File: src/hdl/gre_pkg.sv
// ----------------------------------------------------------------------------
// gre_pkg
// Shared types and constants of the graph reachability engine.
// ----------------------------------------------------------------------------
package gre_pkg;

    localparam int MAX_VERTICES = 64;
    localparam int VTX_W        = 6;
    localparam int CNT_W        = 7;
    localparam int ADDR_W       = 3;

    localparam logic [CNT_W-1:0] VERTEX_COUNT_RESET = CNT_W'(64);
    localparam logic [CNT_W-1:0] MAX_COUNT          = CNT_W'(MAX_VERTICES);

    // Register indexes on the configuration port.
    localparam logic REG_VERTEX_COUNT = 1'b0;

    // Request kinds.
    localparam logic KIND_ADD_EDGE = 1'b0;
    localparam logic KIND_QUERY    = 1'b1;

    typedef logic [MAX_VERTICES-1:0] row_t;

    typedef struct packed {
        logic             kind;
        logic [VTX_W-1:0] vertex_a;
        logic [VTX_W-1:0] vertex_b;
    } gre_req_t;

    typedef struct packed {
        logic reachable;
        logic bad_vertex;
    } gre_rsp_t;

    typedef struct packed {
        logic             rd_en;
        logic [VTX_W-1:0] rd_addr;
        logic             wr_en;
        logic [VTX_W-1:0] wr_addr;
        row_t             wr_data;
    } mem_cmd_t;

endpackage

File: src/hdl/gre_pick.sv
// ----------------------------------------------------------------------------
// gre_pick
// Finds the lowest numbered vertex in a frontier set.
// ----------------------------------------------------------------------------
module gre_pick
    import gre_pkg::*;
(
    input  row_t             set,
    output logic             any,
    output logic [VTX_W-1:0] index
);

    always_comb
    begin
        index = '0;
        for (int i = MAX_VERTICES - 1; i >= 0; i--)
        begin
            if (set[i])
            begin
                index = VTX_W'(i);
            end
        end
    end

    assign any = |set;

endmodule

File: config.mk
export PLATFORM = sky130hd
export DESIGN_NAME = gre_pick
export DESIGN_NICKNAME = d
export VERILOG_FILES = /design/src/hdl/gre_pkg.sv /design/src/hdl/gre_pick.sv
export SDC_FILE = /design/constraint.sdc
export NUM_CORES = 1
export LEC_CHECK = 0
export ABC_AREA = 1
export BUFFER_PORTS_ARGS = -buffer_cell sky130_fd_sc_hd__buf_2
export CAP_MARGIN = 20
export CORE_UTILIZATION = 44
export DETAILED_ROUTE_END_ITERATION = 12
export GPL_ROUTABILITY_DRIVEN = 0
export PLACE_DENSITY = 0.91
export RECOVER_POWER = 25
export SETUP_SLACK_MARGIN = 0.15
export SYNTH_ARGS = -nofsm -noshare
export SYNTH_HDL_FRONTEND = slang
export SYNTH_SLANG_ARGS = --single-unit
File: constraint.sdc
create_clock -name vclk -period 5.3
set_input_delay 0.795 -clock vclk [all_inputs]
set_output_delay 0.795 -clock vclk [all_outputs]
set_load 0.01 [all_outputs]
==> flow_summary.ini <==
[run_status]
status = completed

[floorplanning]
die_x_um = 50.26
die_area_um2 = 2526
die_h_um = 50.26
core_area_um2 = 2212
num_io_pins = 71
start_util_pct = 46.32
rows = 17

[global_route]
grt_max_degree = 4
grt_pass1_wl_um = 4153
antenna_found_initial = 0
grt_usage_pct = 19.25
grt-ovfl-total = 0
grt_pass1_vias = 1262

[sta]
setup_violations = 0
slew_viol_final = 0
finalHoldViolations = 0
fin_crit_sh_pct = 89.52
max_slew_margin_pct = 69.36
whs_ns = 1.853
tightestPinTransition_ns = 0.4554
rsz0062_at_grt = yes
max_freq_ghz = 0.2108
period_needed_ns = 4.745

[cells_and_area]
syn2layout_area_growth_pct = 37.97
antenna_cells = 0
seq_cell_count = 0
final_cell_area_um2 = 1414
fin_cells = 334
layout-drive-gt1-share_pct = 26.47
num-clock-buffers = 0
register_area_um2 = 0
num-nets-final = 372
nFillCells = 248

[place]
dp_hpwl_um = 2105
portBuffers = 71
placedCellCount = 334
placed_area_um2 = 1415

[synthesis]
synth_top_cells_by_count = 100 x nand2_1, 59 x inv_1, 44 x nor2_1
synth_xor_area_share_pct = 0
synth_compound_area_share_pct = 7.448
syn-cell-area_um2 = 1025
synth_seq_area_share_pct = 0
synth_area_per_cell_um2 = 4.361
synth_fa_ha_area_share_pct = 0
yosysWarnings = 0
synth.most_common_cell = nand2_1
synth_nets = 299
postSynthCellCount = 235
synth_simple_gate_area_share_pct = 57.88
synthMuxAreaShare_pct = 0
yosysTopAreaCell = nand2_1
synth_top_area_share_pct = 36.63
synthTopCellsByArea = nand2_1 37%, inv_1 22%, nor2_1 16%, bufinv_8 12%, nand3_1 2.9%
synth_cell_types = 16
synth_top_family_by_area = simple AND/OR/NAND/NOR gates

[detailed_routing]
dr_wl_met2_um = 1099
via_per_inst = 4.213
wl_per_cell_um = 6.638
drc = 0
wl_um = 2217
routed.top_layer = met3
wirelength_met1_um = 1017
drt_pass1_iterations = 4
vias = 1407
postRouteAntennaNets = 0
met3_length_um = 100
drtIter0Drc = 20

[setup_path]
cp_max_fo = 2
cp_slowest_stage_delay_ns = 0.13
cp-start-kind = input pin
crit_top_cell = nand2_1
arrival_ns = 3.95
cp_data_required_time_ns = 4.51
end_kind = output pin
critical_path_class = in -> out
crit_slowest_cell = buf_2

[pwr]
powerDensity_nw_per_um2 = 57.25
peakVddDrop_mv = 0.03521
total_leakage_power_uw = 0.0009951

[cts]
cts-resized-gates = 0
cts_hold_buffers = 0
post_cts_buffers = 0

[worst_hold_path]
hold_class = in -> out

[run]
maxCapViolCount = 0
[layout by cell type (no fill, tap or decap), types with 2 or more instances in the layout]
cell type	instances
a21oi_1	4
buf_2	70
bufinv_8	7
inv_1	59
inv_2	3
nand2_1	100
nand3_1	6
nor2_1	44
nor3_1	2
nor4_1	2
o21ai_0	2
[area by class of cell]
type                       instances  area, µm²  share of cell area [%]
timing repair buffer              71      354.1                   25.04
tap                               28      35.03                   2.478
inverter                          69      355.3                   25.13
multi-input combinational        166      669.4                   47.34
[final timing paths]
kind  depth (start not counted)  slack, ns    start  endpoint
max                          65       0.56  set[62]  index[0]
min                           3       1.85   set[0]  index[0]
[kinds of logic (layout without fill, tap and decap cells)]
family | count (synthesis) | count (layout)
AO/OA/AOI/OAI | 12 | 12
AND/OR/NAND/NOR | 154 | 154
buffers and inverters | 69 | 140
[report_power, final]
part / internal [µW] / total (µW) / leakage [µW] / switching (µW)
logic: 43.1 / 80.9 / 0.000995 / 37.9
clock network: 0 / 0 / 0 / 0
registers: 0 / 0 / 0 / 0
total: 43.1 / 80.9 / 0.000995 / 37.9
[worst max-delay path, delay by kind of cell]
family	cells	cell delay (ns)
AND/OR/NAND/NOR	61	2.82
buffers and inverters	3	0.27
AO/OA/AOI/OAI	1	0.10
[metrics by stage]
stage / TNS, ns / utilization [%] / power (µW) / setup slack [ns]
floorplan: 0 / - / 46.50 / 0.9710
global placement: 0 / 63.97 / 79.79 / 0.5625
detailed placement: 0 / 63.97 / 81.50 / 0.5093
CTS: 0 / 63.97 / 81.81 / 0.4958
global route: -0.2848 / 63.91 / 94.65 / -0.2848
finish: 0 / 63.91 / 80.95 / 0.5555
[metal layers]
metal | GRT usage (%) | up-vias
met5 | 0 | -
met4 | 0 | 0
met3 | 0.3030 | 0
met2 | 41.33 | 36
met1 | 21.33 | 560
li1 | - | 811
No activity file was read; power rests on OpenSTA's default activity.
